File: src/hw/rtl/srio_pkg.sv
// ----------------------------------------------------------------------------
// srio_pkg
// Shared types, codes and small lookup functions of the serial remote I/O link.
// ----------------------------------------------------------------------------
package srio_pkg;

    localparam logic [1:0] KIND_RX    = 2'd0;
    localparam logic [1:0] KIND_SCAN  = 2'd1;
    localparam logic [1:0] KIND_SEND  = 2'd2;

    localparam logic [1:0] RES_LED    = 2'd0;
    localparam logic [1:0] RES_DIGIT  = 2'd1;
    localparam logic [1:0] RES_TX     = 2'd2;

    localparam logic [1:0] TAG_LO     = 2'd0;
    localparam logic [1:0] TAG_MID    = 2'd1;
    localparam logic [1:0] TAG_HI     = 2'd2;
    localparam logic [1:0] TAG_BTN    = 2'd3;

    localparam logic [1:0] BEAT_FIRST = 2'd0;
    localparam logic [1:0] BEAT_LAST  = 2'd3;

    localparam logic [2:0] BLANK_ENTRY = 3'd5;
    localparam logic [7:0] SEG_BLANK   = 8'hff;
    localparam logic [7:0] SEL_FIRST   = 8'h80;

    typedef struct packed {
        logic [1:0]  kind;
        logic [15:0] led;
        logic [7:0]  seg;
        logic [7:0]  sel;
    } t_result;

    typedef struct packed {
        logic       hit;
        logic [2:0] idx;
    } t_btn_idx;

    function automatic logic [7:0] seg_code(input logic [2:0] entry);
        logic [7:0] code;
        unique case (entry)
            3'd0:    code = 8'hc6;
            3'd1:    code = 8'hc1;
            3'd2:    code = 8'hc7;
            3'd3:    code = 8'h88;
            3'd4:    code = 8'ha1;
            default: code = SEG_BLANK;
        endcase
        return code;
    endfunction

    function automatic t_btn_idx btn_index(input logic [4:0] btn);
        t_btn_idx r;
        r.hit = 1'b1;
        unique case (btn)
            5'b00001: r.idx = 3'd0;
            5'b00010: r.idx = 3'd1;
            5'b00100: r.idx = 3'd2;
            5'b01000: r.idx = 3'd3;
            5'b10000: r.idx = 3'd4;
            default: begin
                r.hit = 1'b0;
                r.idx = BLANK_ENTRY;
            end
        endcase
        return r;
    endfunction

    function automatic logic [7:0] tx_pack(input logic [1:0] beat,
                                           input logic [15:0] sw,
                                           input logic [4:0] bt);
        logic [7:0] b;
        unique case (beat)
            2'd0:    b = {sw[5:0], TAG_LO};
            2'd1:    b = {1'b0, sw[10:6], TAG_MID};
            2'd2:    b = {1'b0, sw[15:11], TAG_HI};
            default: b = {1'b0, bt, TAG_BTN};
        endcase
        return b;
    endfunction

endpackage

File: src/hw/rtl/srio_core.sv
// ----------------------------------------------------------------------------
// srio_core
// Link state: remote switch image, button history ring and scan position.
// Decodes one item per cycle while i_fire is high and forms its first result, if any.
// ----------------------------------------------------------------------------
module srio_core import srio_pkg::*; #(
    parameter int DEPTH = 8
) (
    input  logic        i_clk,
    input  logic        i_rst_n,
    input  logic        i_fire,
    input  logic [1:0]  i_kind,
    input  logic [7:0]  i_rx_byte,
    output logic        o_has_result,
    output t_result     o_res
);

    localparam int IW = $clog2(DEPTH);
    localparam logic [IW-1:0] LAST_SLOT = IW'(DEPTH - 1);
    localparam logic [3:0] DEPTH_W = 4'(DEPTH);

    logic [15:0]   r_img, n_img;
    logic [4:0]    r_prev_btn, n_prev_btn;
    logic [IW-1:0] r_wr, n_wr;
    logic [2:0]    r_scan, n_scan;
    logic [2:0]    r_hist [DEPTH];

    logic          w_hist_we;
    logic [2:0]    w_hist_val;
    logic [3:0]    w_sum;
    logic [IW-1:0] w_rd;
    logic [4:0]    w_btn;
    t_btn_idx      w_bidx;

    assign w_btn  = i_rx_byte[6:2];
    assign w_bidx = btn_index(w_btn);

    // ring slot shown by the current digit
    always_comb begin
        w_sum = 4'(r_wr) + 4'(r_scan);
        for (int k = 0; k < 8; k++) begin
            if (w_sum >= DEPTH_W) begin
                w_sum = w_sum - DEPTH_W;
            end
        end
        w_rd = w_sum[IW-1:0];
    end

    always_comb begin
        n_img        = r_img;
        n_prev_btn   = r_prev_btn;
        n_wr         = r_wr;
        n_scan       = r_scan;
        w_hist_we    = 1'b0;
        w_hist_val   = w_bidx.idx;
        o_has_result = 1'b0;
        o_res        = '0;
        unique case (i_kind)
            KIND_RX: begin
                unique case (i_rx_byte[1:0])
                    TAG_LO: begin
                        n_img        = {r_img[15:6], i_rx_byte[7:2]};
                        o_has_result = 1'b1;
                    end
                    TAG_MID: begin
                        n_img        = {r_img[15:11], i_rx_byte[6:2], r_img[5:0]};
                        o_has_result = 1'b1;
                    end
                    TAG_HI: begin
                        n_img        = {i_rx_byte[6:2], r_img[10:0]};
                        o_has_result = 1'b1;
                    end
                    default: begin
                        if (w_btn != r_prev_btn) begin
                            n_prev_btn = w_btn;
                            if (w_bidx.hit) begin
                                w_hist_we = 1'b1;
                                n_wr      = (r_wr == LAST_SLOT) ? '0 : r_wr + 1'b1;
                            end
                        end
                    end
                endcase
                o_res.kind = RES_LED;
            end
            KIND_SCAN: begin
                o_has_result = 1'b1;
                o_res.kind   = RES_DIGIT;
                o_res.seg    = seg_code(r_hist[w_rd]);
                o_res.sel    = ~(SEL_FIRST >> r_scan);
                n_scan       = r_scan + 3'd1;
            end
            KIND_SEND: begin
                o_has_result = 1'b1;
                o_res.kind   = RES_TX;
            end
            default: begin
                o_has_result = 1'b0;
            end
        endcase
        o_res.led = n_img;
    end

    always_ff @(posedge i_clk) begin
        if (!i_rst_n) begin
            r_img      <= '0;
            r_prev_btn <= '0;
            r_wr       <= '0;
            r_scan     <= '0;
            for (int k = 0; k < DEPTH; k++) begin
                r_hist[k] <= BLANK_ENTRY;
            end
        end else if (i_fire) begin
            r_img      <= n_img;
            r_prev_btn <= n_prev_btn;
            r_wr       <= n_wr;
            r_scan     <= n_scan;
            if (w_hist_we) begin
                r_hist[r_wr] <= w_hist_val;
            end
        end
    end

    a_ring_advance: assert property (@(posedge i_clk) disable iff (!i_rst_n)
        (i_fire && i_kind == KIND_RX && i_rx_byte[1:0] == TAG_BTN
         && w_btn != r_prev_btn && w_bidx.hit) |=> (r_wr != $past(r_wr)))
        else $error("ring write index did not advance on new button");

    a_scan_step: assert property (@(posedge i_clk) disable iff (!i_rst_n)
        (i_fire && i_kind != KIND_SCAN) |=> (r_scan == $past(r_scan)))
        else $error("scan position moved without a scan tick");

endmodule

File: src/hw/rtl/srio_out.sv
// ----------------------------------------------------------------------------
// srio_out
// Result register; a send request is unrolled here into four tagged bytes.
// ----------------------------------------------------------------------------
module srio_out import srio_pkg::*; (
    input  logic        i_clk,
    input  logic        i_rst_n,
    input  logic        i_load,
    input  t_result     i_res,
    input  logic [15:0] i_switches,
    input  logic [4:0]  i_buttons,
    input  logic        i_out_ready,
    output logic        o_free,
    output logic        o_out_valid,
    output logic [1:0]  o_result_kind,
    output logic [15:0] o_led_value,
    output logic [7:0]  o_seg_pattern,
    output logic [7:0]  o_digit_select,
    output logic [7:0]  o_tx_byte,
    output logic        o_last
);

    logic        r_valid;
    t_result     r_res;
    logic [7:0]  r_tx;
    logic        r_last;
    logic [1:0]  r_beat, n_beat;
    logic [15:0] r_sw;
    logic [4:0]  r_bt;
    logic        w_take;

    assign w_take = r_valid && i_out_ready;
    assign o_free = !r_valid || (i_out_ready && r_last);
    assign n_beat = r_beat + 2'd1;

    always_ff @(posedge i_clk) begin
        if (!i_rst_n) begin
            r_valid <= 1'b0;
            r_last  <= 1'b0;
            r_beat  <= BEAT_FIRST;
        end else if (i_load) begin
            r_valid <= 1'b1;
            r_res   <= i_res;
            r_sw    <= i_switches;
            r_bt    <= i_buttons;
            r_beat  <= BEAT_FIRST;
            if (i_res.kind == RES_TX) begin
                r_tx   <= tx_pack(BEAT_FIRST, i_switches, i_buttons);
                r_last <= 1'b0;
            end else begin
                r_tx   <= '0;
                r_last <= 1'b1;
            end
        end else if (w_take) begin
            if (r_last) begin
                r_valid <= 1'b0;
            end else begin
                r_beat <= n_beat;
                r_tx   <= tx_pack(n_beat, r_sw, r_bt);
                r_last <= (n_beat == BEAT_LAST);
            end
        end
    end

    assign o_out_valid    = r_valid;
    assign o_result_kind  = r_res.kind;
    assign o_led_value    = r_res.led;
    assign o_seg_pattern  = r_res.seg;
    assign o_digit_select = r_res.sel;
    assign o_tx_byte      = r_tx;
    assign o_last         = r_last;

    a_single_last: assert property (@(posedge i_clk) disable iff (!i_rst_n)
        (r_valid && r_res.kind != RES_TX) |-> r_last)
        else $error("single result not flagged last");

    a_tx_last: assert property (@(posedge i_clk) disable iff (!i_rst_n)
        (r_valid && r_res.kind == RES_TX) |-> (r_last == (r_beat == BEAT_LAST)))
        else $error("transmit last flag out of step with beat");

endmodule

File: src/hw/rtl/serial_remote_io_link.sv
// ----------------------------------------------------------------------------
// serial_remote_io_link
// Byte link endpoint: rebuilds a remote switch image, keeps a button history
// ring for an eight digit display, and packs local levels into tagged bytes.
// ----------------------------------------------------------------------------
// path: an accepted item waits in the input register; its first result word
//   is loaded into the result register when the item advances
// throughput: one item per cycle for bytes and scan ticks unless stalled;
//   a send holds the result register for four bytes, one per ready cycle
// reset: synchronous, clears image, button, indices and handshake state;
//   the history ring is set to blank at once, no clearing pass
module serial_remote_io_link import srio_pkg::*; #(
    parameter int HISTORY_DEPTH = 8
) (
    input  logic        i_clk,
    input  logic        i_rst_n,
    input  logic        i_in_valid,
    output logic        o_in_ready,
    input  logic [1:0]  i_kind,
    input  logic [7:0]  i_rx_byte,
    input  logic [15:0] i_switches,
    input  logic [4:0]  i_buttons,
    output logic        o_out_valid,
    input  logic        i_out_ready,
    output logic [1:0]  o_result_kind,
    output logic [15:0] o_led_value,
    output logic [7:0]  o_seg_pattern,
    output logic [7:0]  o_digit_select,
    output logic [7:0]  o_tx_byte,
    output logic        o_last
);

    logic        r_in_valid;
    logic [1:0]  r_kind;
    logic [7:0]  r_rx;
    logic [15:0] r_sw;
    logic [4:0]  r_bt;

    logic        w_advance;
    logic        w_has_result;
    logic        w_out_free;
    t_result     w_res;

    assign w_advance  = r_in_valid && (!w_has_result || w_out_free);
    assign o_in_ready = !r_in_valid || w_advance;

    always_ff @(posedge i_clk) begin
        if (!i_rst_n) begin
            r_in_valid <= 1'b0;
        end else if (o_in_ready) begin
            r_in_valid <= i_in_valid;
        end
    end

    always_ff @(posedge i_clk) begin
        if (o_in_ready && i_in_valid) begin
            r_kind <= i_kind;
            r_rx   <= i_rx_byte;
            r_sw   <= i_switches;
            r_bt   <= i_buttons;
        end
    end

    srio_core #(
        .DEPTH (HISTORY_DEPTH)
    ) u_core (
        .i_clk        (i_clk),
        .i_rst_n      (i_rst_n),
        .i_fire       (w_advance),
        .i_kind       (r_kind),
        .i_rx_byte    (r_rx),
        .o_has_result (w_has_result),
        .o_res        (w_res)
    );

    srio_out u_out (
        .i_clk          (i_clk),
        .i_rst_n        (i_rst_n),
        .i_load         (w_advance && w_has_result),
        .i_res          (w_res),
        .i_switches     (r_sw),
        .i_buttons      (r_bt),
        .i_out_ready    (i_out_ready),
        .o_free         (w_out_free),
        .o_out_valid    (o_out_valid),
        .o_result_kind  (o_result_kind),
        .o_led_value    (o_led_value),
        .o_seg_pattern  (o_seg_pattern),
        .o_digit_select (o_digit_select),
        .o_tx_byte      (o_tx_byte),
        .o_last         (o_last)
    );

    a_hold_item: assert property (@(posedge i_clk) disable iff (!i_rst_n)
        (r_in_valid && !w_advance) |=> (r_in_valid && $stable(r_kind) && $stable(r_rx)))
        else $error("pending item lost before it was processed");

endmodule

File: config.mk
export PLATFORM = sky130hd
export DESIGN_NAME = serial_remote_io_link
export DESIGN_NICKNAME = d
export VERILOG_FILES = /design/src/hw/rtl/srio_pkg.sv /design/src/hw/rtl/srio_core.sv /design/src/hw/rtl/srio_out.sv /design/src/hw/rtl/serial_remote_io_link.sv
export SDC_FILE = /design/constraint.sdc
export NUM_CORES = 1
export LEC_CHECK = 0
export BUFFER_PORTS_ARGS = -buffer_cell sky130_fd_sc_hd__buf_2
export CAP_MARGIN = 20
export CORE_ASPECT_RATIO = 1.1
export CORE_MARGIN = 8
export CORE_UTILIZATION = 40
export DETAILED_ROUTE_END_ITERATION = 8
export GPL_TIMING_DRIVEN = 0
export HOLD_SLACK_MARGIN = 0.06
export PLACE_DENSITY = 0.7
export SYNTH_ARGS = -nofsm -noshare
export SYNTH_HDL_FRONTEND = slang
export SYNTH_SLANG_ARGS = --single-unit
export TNS_END_PERCENT = 1
File: constraint.sdc
create_clock -name i_clk -period 11.71 [get_ports i_clk]
set_input_delay 1.171 -clock i_clk [delete_from_list [all_inputs] [get_ports i_clk]]
set_output_delay 1.171 -clock i_clk [all_outputs]
set_load 0.005 [all_outputs]
==> results of run 1 <==
[per-layer routing]
layer | global-route usage | up-vias | share of wire
li1 | - | 1979 | -
met4 | 0.0676 | 0 | 0.025
met1 | 0.157 | 1963 | 0.41
met3 | 0.0373 | 23 | 0.064
met2 | 0.219 | 135 | 0.50
met5 | 0 | - | 0
[logic make-up after synthesis]
kind of cell               share of synthesized area
and+or+nand+nor                                0.122
adders and majority gates                     0.0387
buffers and inverters                         0.0288
xor gates and xnor gates                      0.0174
muxes                                         0.0571
AOI/OAI and AO/OA                             0.0804
DFF                                            0.656
[path summary, 6_finish.rpt]
path | from | end | slack (ns) | depth (start not counted)
setup / recovery | r_kind[0] | o_in_ready | 8.25 | 6
hold / removal | r_sw[10] | u_out.r_sw[10] | 0.42 | 0
setup reg to reg | r_kind[0] | u_out.o_led_value[10] | 8.41 | 9
hold reg to reg | r_sw[10] | u_out.r_sw[10] | 0.42 | 0
[where the power goes]
group | leakage (nW) | internal [mW] | switching (mW)
Combinational | 1.11 | 0.0256 | 0.0420
Clock | 0.292 | 0.325 | 0.205
Sequential | 1.33 | 0.590 | 0.00806
[state kept, by name (all words and copies together), names as in the netlist]
signal,cells
u_core.r_hist,24
r_kind,2
u_out.o_tx_byte,8
u_core.r_scan,3
u_out.r_beat,2
u_out.o_digit_select,8
u_core.r_wr,3
r_bt,5
u_out.r_sw,16
r_in_valid,1
u_out.o_last,1
u_out.r_bt,5
r_rx,8
r_sw,16
u_out.o_result_kind,2
u_out.o_out_valid,1
u_out.o_led_value,16
u_out.o_seg_pattern,7
u_core.r_img,16
u_core.r_prev_btn,5
[per-stage QoR]
step                      instances  setup slack, ns
after floorplan                 482             7.08
after detailed placement        762             8.24
after CTS                       794             8.20
final                           794             8.25
after global routing            794             8.03
after global placement          760             5.83
[area by class of cell]
cell class | count | share of cell area
plain buffers | 29 | 0.0181
clock buffers | 19 | 0.0598
clock inverters | 13 | 0.0168
inverters | 12 | 0.00593
multi-input cells | 292 | 0.264
flip-flops and latches | 149 | 0.547
well taps | 200 | 0.0330
repair buffers | 80 | 0.0554
[synthesized netlist by cell type, types with 2 or more instances]
cell,number
edfxtp_1,117
nand2_1,53
dfxtp_1,32
nor2_1,30
o21ai_0,30
a21oi_1,19
clkbuf_1,18
ha_1,18
nand3_1,14
mux2_2,13
inv_1,12
nor3_1,12
nor2b_1,9
mux2i_1,8
nor4_1,8
xnor2_1,8
a21boi_0,7
mux4_2,6
or4_1,6
a222oi_1,5
buf_2,5
and2_1,4
nand2b_1,4
o21a_1,4
nand3b_1,3
or3_1,3
buf_1,2
buf_4,2
buf_6,2
nor3b_1,2
o31a_1,2
o31ai_1,2
xor2_1,2
[worst reg2reg max path: cells and delay by family (launching register included)]
kind,cells,cell delay (ns)
AOI/OAI and AO/OA,2,0.49
adders and majority gates,1,0.35
buffers and inverters,4,0.96
DFF,1,0.42
and+or+nand+nor,2,0.76
==> results.sh, run 1 <==
export IMPL_vias=4100
export IMPL_design_die_area_um2=20100
export IMPL_hpwl_um=9260
export IMPL_cts_resized=0
export IMPL_syn_area_um2=6330
export IMPL_worst_path_largest_cell_delay_ns=0.42
export IMPL_end_kind="output pin"
export IMPL_min_period_over_period=0.295
export IMPL_drv_cap=0
export IMPL_start_util=0.406
export IMPL_synth_edf_count=117
export IMPL_setup_viol=0
export IMPL_yosysUniqueCellTypes=53
export IMPL_path_class="reg -> out"
export IMPL_post_route_util=0.486
export IMPL_synth_cells=482
export IMPL_yosys_area_top_type="edfxtp_1"
export IMPL_cts_buffers=17
export IMPL_rsz0062_at_grt="false"
export IMPL_avgSynthCellArea_um2=13.1
export IMPL_drv_slew=0
export IMPL_grt_usage=0.134
export IMPL_n_fill_cell=1374
export IMPL_globalplace_congestion=0.805
export IMPL_holdWs_ns=0.417
export IMPL_mostFrequentLayoutCells="edfxtp_1 (117), buf_2 (83), nand2_1 (53), dfxtp_1 (32), o21ai_0 (30)"
export IMPL_worst_ep_arrival_time_ns=2.29
export IMPL_antenna_found_initial=0
export IMPL_cp_start_kind="flop"
export IMPL_min_path_type="reg -> reg"
export IMPL_min_period_ns=3.46
export IMPL_multi_input_area_um2=2000
export IMPL_final_common_cell="edfxtp_1"
export IMPL_ys_seq_elements=149
export IMPL_cts_sinks=149
export IMPL_tritoncts="yes"
export IMPL_grt_pass1_wl_um=20900
export IMPL_fin_setup_tns_ns=0
export IMPL_peakVddDrop_v=0.0000773
export IMPL_die_y_um=148
export IMPL_num_rows=48
export IMPL_n_antenna_cell=0
export IMPL_cts_root_buf="clkbuf_16"
export IMPL_grt_pass1_vias=4275
export IMPL_synth_top_cells_by_area="edfxtp_1 (55%), dfxtp_1 (10%), ha_1 (3.6%)"
export IMPL_post_cts_buffers=0
export IMPL_dpl_instance_area_um2=7010
export IMPL_synthesis_nets=536
export IMPL_cp_top_family="compound AO/OA/AOI/OAI gates"
export IMPL_clk_path_buf_depth=2
export IMPL_design_area_um2=7590
export IMPL_ant_nets=0
export IMPL_synthFlopType="edfxtp_1"
export IMPL_grt_max_degree=33
export IMPL_portBuffers=78
export IMPL_dieWidth_um=136
export IMPL_core_um2=15600
export IMPL_hold_violations=0
export IMPL_clk_latency_ns=0.42
export IMPL_status="finished, final reports clean"
export IMPL_routedWlPerCell_um=16.5
export IMPL_final_nets=635
export IMPL_powerDensity_nw_per_um2=157
export IMPL_clock_fmax_mhz=289
export IMPL_leakagePower_nw=2.74
export IMPL_synthToLayoutAreaGrowth_pct=19.9
export IMPL_ys_warn_count=0
export IMPL_cp_required_ns=10.54
export IMPL_yosysTopAreaCellShare=0.555
export IMPL_ys_seq_area_frac=0.656
export IMPL_cp_cell_sequence="inv_1 > ha_1 > a21boi_1 > o21ai_0 > or2_2 > buf_2"
export IMPL_slew_limit_headroom=0.435
export IMPL_worstMarginPinSlew_ns=0.848
export IMPL_cts_hold_repair_buffers=0
export IMPL_clk_pin_slew_ns=0.06
export IMPL_wl_um=13100
export IMPL_grt_overflow=0
export IMPL_fin_skew_ns=0.0130
export IMPL_firstDrtPassIters=5
export IMPL_critical_path_buf_inv_count=2
export IMPL_finalPower_mw=1.19
export IMPL_ioPinCount=80
export IMPL_slowest_stage="edfxtp_1"
export IMPL_crit_fanout=6
export IMPL_async_flop_share=0
export IMPL_drc=0
export IMPL_drive_above_1_share=0.246
export IMPL_drt_initial_drc_count=250
export IMPL_via_per_inst=5.16
export IMPL_htreeDepth=4
export IMPL_seqCellArea_um2=4150
(Power assumes the default switching activity.)
==> run 2, diff against run 1 <==
Settings changed: ABC_AREA set to 1, PLACE_DENSITY 0.7 to 0.72.
Clock period 11.71 ns to 2.9 ns, I/O delays scaled along.
==> results.sh, run 2 <==
export IMPL_slowest_stage="nor2_4"
export IMPL_worst_path_largest_cell_delay_ns=0.63
export IMPL_hp_start="i_in_valid"
export IMPL_syn_area_um2=6310
export IMPL_synthToLayoutAreaGrowth_pct=25.4
export IMPL_min_period_over_period=0.909
export IMPL_hold_path_cell_count=3
export IMPL_hpwl_um=9360
export IMPL_synth_top_cells_by_area="edfxtp_1 (56%), dfxtp_1 (10%), nand2_1 (5.6%)"
export IMPL_peakVddDrop_v=0.000427
export IMPL_grt_max_degree=29
export IMPL_ys_warn_count=0
export IMPL_worst_ep_arrival_time_ns=2.75
export IMPL_dieWidth_um=136
export IMPL_cpMostUsedCell="inv_1"
export IMPL_hold_violations=0
export IMPL_start_util=0.406
export IMPL_drv_cap=0
export IMPL_cts_buffers=17
export IMPL_async_flop_share=0
export IMPL_tritoncts="yes"
export IMPL_synthTopCellsByCount="edfxtp_1 (117), nand2_1 (95), nor2_1 (87)"
export IMPL_avgSynthCellArea_um2=11.0
export IMPL_ys_seq_elements=149
export IMPL_end_kind="flop"
export IMPL_crit_fanout=28
export IMPL_worstMarginPinSlew_ns=0.786
export IMPL_status="finished, final reports clean"
export IMPL_path_class="reg -> reg"
export IMPL_grt_usage=0.141
export IMPL_fin_setup_tns_ns=0
export IMPL_globalplace_congestion=0.849
export IMPL_die_y_um=148
export IMPL_htreeDepth=4
export IMPL_clk_latency_ns=0.42
export IMPL_hold_path_endpoint="r_in_valid"
export IMPL_drc=0
export IMPL_final_cells=917
export IMPL_firstDrtPassIters=5
export IMPL_synth_cells=574
export IMPL_reg2reg_to="u_out.o_seg_pattern[2]"
export IMPL_core_um2=15600
export IMPL_via_per_inst=4.87
export IMPL_clock_fmax_mhz=379
export IMPL_cts_root_buf="clkbuf_16"
export IMPL_dp_cells=854
export IMPL_final_common_cell="edfxtp_1"
export IMPL_mostFrequentLayoutCells="edfxtp_1 (117), nand2_1 (95), nor2_1 (86), buf_2 (82), o21ai_0 (52)"
export IMPL_cts_sinks=149
export IMPL_yosys_area_top_type="edfxtp_1"
export IMPL_yosysUniqueCellTypes=38
export IMPL_reg2reg_slack_ns=0.26
export IMPL_finalPower_mw=4.94
export IMPL_antenna_found_initial=0
export IMPL_leakagePower_nw=3.11
export IMPL_slew_limit_headroom=0.476
export IMPL_largest_reg_flops=24
export IMPL_cp_cell_sequence="inv_1 > ha_1 > inv_1 > a21oi_2 > nand2_1 > nand2_2 > inv_1 > nand2_2 > nor2_4 > buf_12"
export IMPL_grt_pass1_vias=4395
export IMPL_yosysMostFrequentCell="edfxtp_1"
export IMPL_routedWlPerCell_um=14.8
export IMPL_final_nets=758
export IMPL_clk_path_buf_depth=2
export IMPL_num_rows=48
export IMPL_min_period_ns=2.64
export IMPL_drt_initial_drc_count=366
export IMPL_n_antenna_cell=0
export IMPL_seqCellArea_um2=4150
export IMPL_synthesis_nets=628
export IMPL_clk_pin_slew_ns=0.06
export IMPL_drv_slew=0
export IMPL_powerDensity_nw_per_um2=624
export IMPL_grt_pass1_wl_um=21900
export IMPL_grt_overflow=0
export IMPL_cp_start_kind="flop"
export IMPL_reg2reg_from="r_kind[0]"
export IMPL_n_fill_cell=1337
export IMPL_setup_viol=0
export IMPL_drive_above_1_share=0.194
export IMPL_portBuffers=78
export IMPL_synth_edf_count=117
export IMPL_worst_r2r_cell_count=10
export IMPL_top_register="u_core.r_hist"
export IMPL_wl_um=13600
export IMPL_ant_nets=0
export IMPL_ioPinCount=80
export IMPL_fin_skew_ns=0.00668
export IMPL_rsz0062_at_grt="false"
export IMPL_min_path_type="in -> reg"
export IMPL_multi_input_area_um2=1900
export IMPL_ys_seq_area_frac=0.658
export IMPL_cts_resized=0
export IMPL_cp_required_ns=3.02
export IMPL_design_die_area_um2=20100
export IMPL_synthFlopType="edfxtp_1"
export IMPL_yosysTopAreaCellShare=0.556
export IMPL_vias=4465
run 2: stage by stage:
| stage | hold slack [ns] | utilization | instance area [um2] | setup WS [ns] |
|---|---|---|---|---|
| 6_report | 0.176 | 0.509 | 7920 | 0.265 |
| 5_1_grt | 0.190 | 0.509 | 7920 | 0.0952 |
| 4_1_cts | 0.148 | 0.509 | 7920 | 0.264 |
| 3_5_place_dp | 0.405 | 0.451 | 7010 | 0.273 |
| 3_3_place_gp | 0.401 | 0.448 | 6960 | -0.0604 |
| 2_1_floorplan | 0.389 | - | 6320 | 0.456 |
run 2: worst max-delay path, delay by kind of cell (launching register included):
| family | cells | cell delay [ns] |
|---|---|---|
| buf+inv | 4 | 0.61 |
| flops | 1 | 0.43 |
| fa+ha+maj | 1 | 0.23 |
| compound gates | 1 | 0.08 |
| simple gates | 4 | 0.96 |
run 2: kinds of logic after synthesis:
family                   after synthesis  share of synthesized area
AO/OA/AOI/OAI                         87                     0.0763
XOR/XNOR                               4                    0.00793
adder cells (fa/ha/maj)               19                     0.0388
buffers and inverters                 65                     0.0426
flip-flops                           149                      0.658
AND/OR/NAND/NOR                      250                      0.176
run 2: what timing repair did:
item,in CTS,in global routing
buffers inserted,0,0
hold endpoints to repair,31,0
hold buffers,31,0
endpoints found under the setup margin,0,0
run 2: report_power, final:
| part | leakage (nW) | switching, mW | internal (mW) |
|---|---|---|---|
| Combinational | 1.51 | 0.197 | 0.127 |
| Clock | 0.271 | 0.852 | 1.35 |
| Sequential | 1.32 | 0.0357 | 2.39 |
| Total | 3.11 | 1.08 | 3.86 |
run 2: cell type report:
class                   count  share of cell area
inverters                  46              0.0218
clock buffers              22              0.0601
plain buffers              19              0.0122
well taps                 200              0.0316
repair buffers            111              0.0945
flip-flops and latches    149               0.525
clock inverters            10              0.0155
multi-input cells         360               0.240
run 2: how the worst max path moves through the flow:
stage	slack [ns]	startpoint	endpoint	cells after the start
after floorplan	0.46	r_kind[0]	u_out.o_digit_select[0]	9
after global placement	-0.06	r_kind[0]	u_out.o_seg_pattern[2]	9
after detailed placement	0.27	r_kind[0]	u_out.o_seg_pattern[0]	10
after CTS	0.26	r_kind[0]	u_out.o_seg_pattern[2]	10
after global routing	0.1	u_core.r_wr[0]	u_out.o_seg_pattern[3]	10
final	0.26	r_kind[0]	u_out.o_seg_pattern[2]	10
run 2: metal layers:
layer / vias up / share of wire / track usage / wire length, um
met1: 2071 / 0.43 / 0.168 / 5890
met2: 128 / 0.49 / 0.232 / 6610
met5: - / 0 / 0 / 0
met4: 0 / 0.017 / 0.0650 / 228
met3: 14 / 0.061 / 0.0363 / 827
li1: 2252 / - / - / -
==> run 3, diff against run 2 <==
==> constraint.sdc (replaced) <==
create_clock -name i_clk -period 2.9 [get_ports i_clk]
set_input_delay 0.87 -clock i_clk [delete_from_list [all_inputs] [get_ports i_clk]]
set_output_delay 0.87 -clock i_clk [all_outputs]
set_load 0.005 [all_outputs]
==> results.sh, run 3 (synthesis results as in run 2) <==
export IMPL_worst_ep_arrival_time_ns=1.82
export IMPL_powerDensity_nw_per_um2=646
export IMPL_status="finished, final reports clean"
export IMPL_drive_above_1_share=0.203
export IMPL_ioPinCount=80
export IMPL_crit_fanout=3
export IMPL_grt_max_degree=29
export IMPL_post_cts_buffers=0
export IMPL_clk_latency_ns=0.42
export IMPL_min_path_type="reg -> reg"
export IMPL_portBuffers=78
export IMPL_drv_cap=0
export IMPL_clk_pin_slew_ns=0.06
export IMPL_end_kind="output pin"
export IMPL_peakVddDrop_v=0.000425
export IMPL_grt_pass1_vias=4258
export IMPL_final_nets=727
export IMPL_vias=4340
export IMPL_min_period_ns=2.69
export IMPL_drt_initial_drc_count=419
export IMPL_drc=0
export IMPL_reg2reg_slack_ns=0.28
export IMPL_design_die_area_um2=20100
export IMPL_cp_start_kind="flop"
export IMPL_cts_hold_repair_buffers=0
export IMPL_grt_usage=0.136
export IMPL_tritoncts="yes"
export IMPL_start_util=0.406
export IMPL_grt_use_met2=0.223
export IMPL_fin_setup_tns_ns=0
export IMPL_path_class="reg -> out"
export IMPL_n_antenna_cell=0
export IMPL_rsz0062_at_grt="false"
export IMPL_die_y_um=148
export IMPL_htreeDepth=4
export IMPL_largest_reg_flops=24
export IMPL_antenna_found_initial=0
export IMPL_core_um2=15600
export IMPL_via_per_inst=4.90
export IMPL_firstDrtPassIters=5
export IMPL_top_usage_layer="met2"
export IMPL_top_register="u_core.r_hist"
export IMPL_wl_um=13200
export IMPL_hpwl_um=9360
export IMPL_ant_nets=0
export IMPL_finalPower_mw=4.91
export IMPL_worstMarginPinSlew_ns=0.791
export IMPL_synthToLayoutAreaGrowth_pct=20.5
export IMPL_mostFrequentLayoutCells="edfxtp_1 (117), nand2_1 (95), nor2_1 (86), buf_2 (82), o21ai_0 (52)"
export IMPL_grtUsageMet1=0.163
export IMPL_cp_required_ns=2.03
export IMPL_final_common_cell="edfxtp_1"
export IMPL_clk_path_buf_depth=2
export IMPL_gr_usage_met3=0.0356
export IMPL_holdWs_ns=0.419
export IMPL_clock_fmax_mhz=372
export IMPL_setup_viol=0
export IMPL_grt_overflow=0
export IMPL_worst_r2r_cell_count=10
export IMPL_cts_root_buf="clkbuf_16"
export IMPL_cts_buffers=17
export IMPL_cts_resized=0
export IMPL_routedWlPerCell_um=14.9
export IMPL_min_period_over_period=0.927
export IMPL_cts_sinks=149
export IMPL_dieWidth_um=136
export IMPL_num_rows=48
export IMPL_hold_path_cell_count=0
export IMPL_post_route_util=0.489
export IMPL_slew_limit_headroom=0.473
export IMPL_grt_pass1_wl_um=21200
export IMPL_drv_slew=0
export IMPL_hold_violations=0
export IMPL_globalplace_congestion=0.849
export IMPL_leakagePower_nw=2.98
export IMPL_fin_skew_ns=0.00954
## run 3: cell count changes in the layout (fill, tap and decap cells not counted)
cell           change
dlygate4sd3_1     -31
## run 3: final timing paths
kind                                startpoint                     end
worst max-delay path                 r_kind[0]              o_in_ready
worst min-delay path                  r_sw[15]          u_out.r_sw[15]
worst max register to register  u_core.r_wr[0]  u_out.o_seg_pattern[3]
worst min register to register        r_sw[15]          u_out.r_sw[15]
## run 3: worst max-delay path: stages (launching register included)
cell	delay (ns)
edfxtp_1	0.43
inv_1	0.13
ha_1	0.21
nand2_1	0.08
a21oi_2	0.21
nand3_1	0.18
buf_2	0.17
## run 3: area by class of cell
cell class | instances | area (um2)
tap | 200 | 250
timing repair buffer | 80 | 438
multi-input combinational | 360 | 1900
inverter | 46 | 173
buffer | 19 | 96.3
clock inverter | 10 | 123
sequential | 149 | 4150
fill | 1371 | 7950
clock buffer | 22 | 475
## run 3: through the flow
stage	cell area, um2	worst slack (ns)	instances
floorplan	6320	0.354	574
global placement	6960	-0.291	852
detailed placement	7010	0.0586	854
CTS	7610	0.173	886
global route	7610	0.0952	886
finish	7610	0.213	886
## run 3: report_power, final
| group | switching (mW) | internal, mW | total, mW |
|---|---|---|---|
| sequential | 0.0355 | 2.39 | 2.42 |
| combinational | 0.190 | 0.100 | 0.290 |
| clock | 0.854 | 1.35 | 2.20 |
| total | 1.08 | 3.83 | 4.91 |
## run 3: per-layer routing
layer	part of all wire	up-vias
met5	0	-
li1	-	2191
met1	0.44	2003
met2	0.48	132
met3	0.061	14
met4	0.017	0
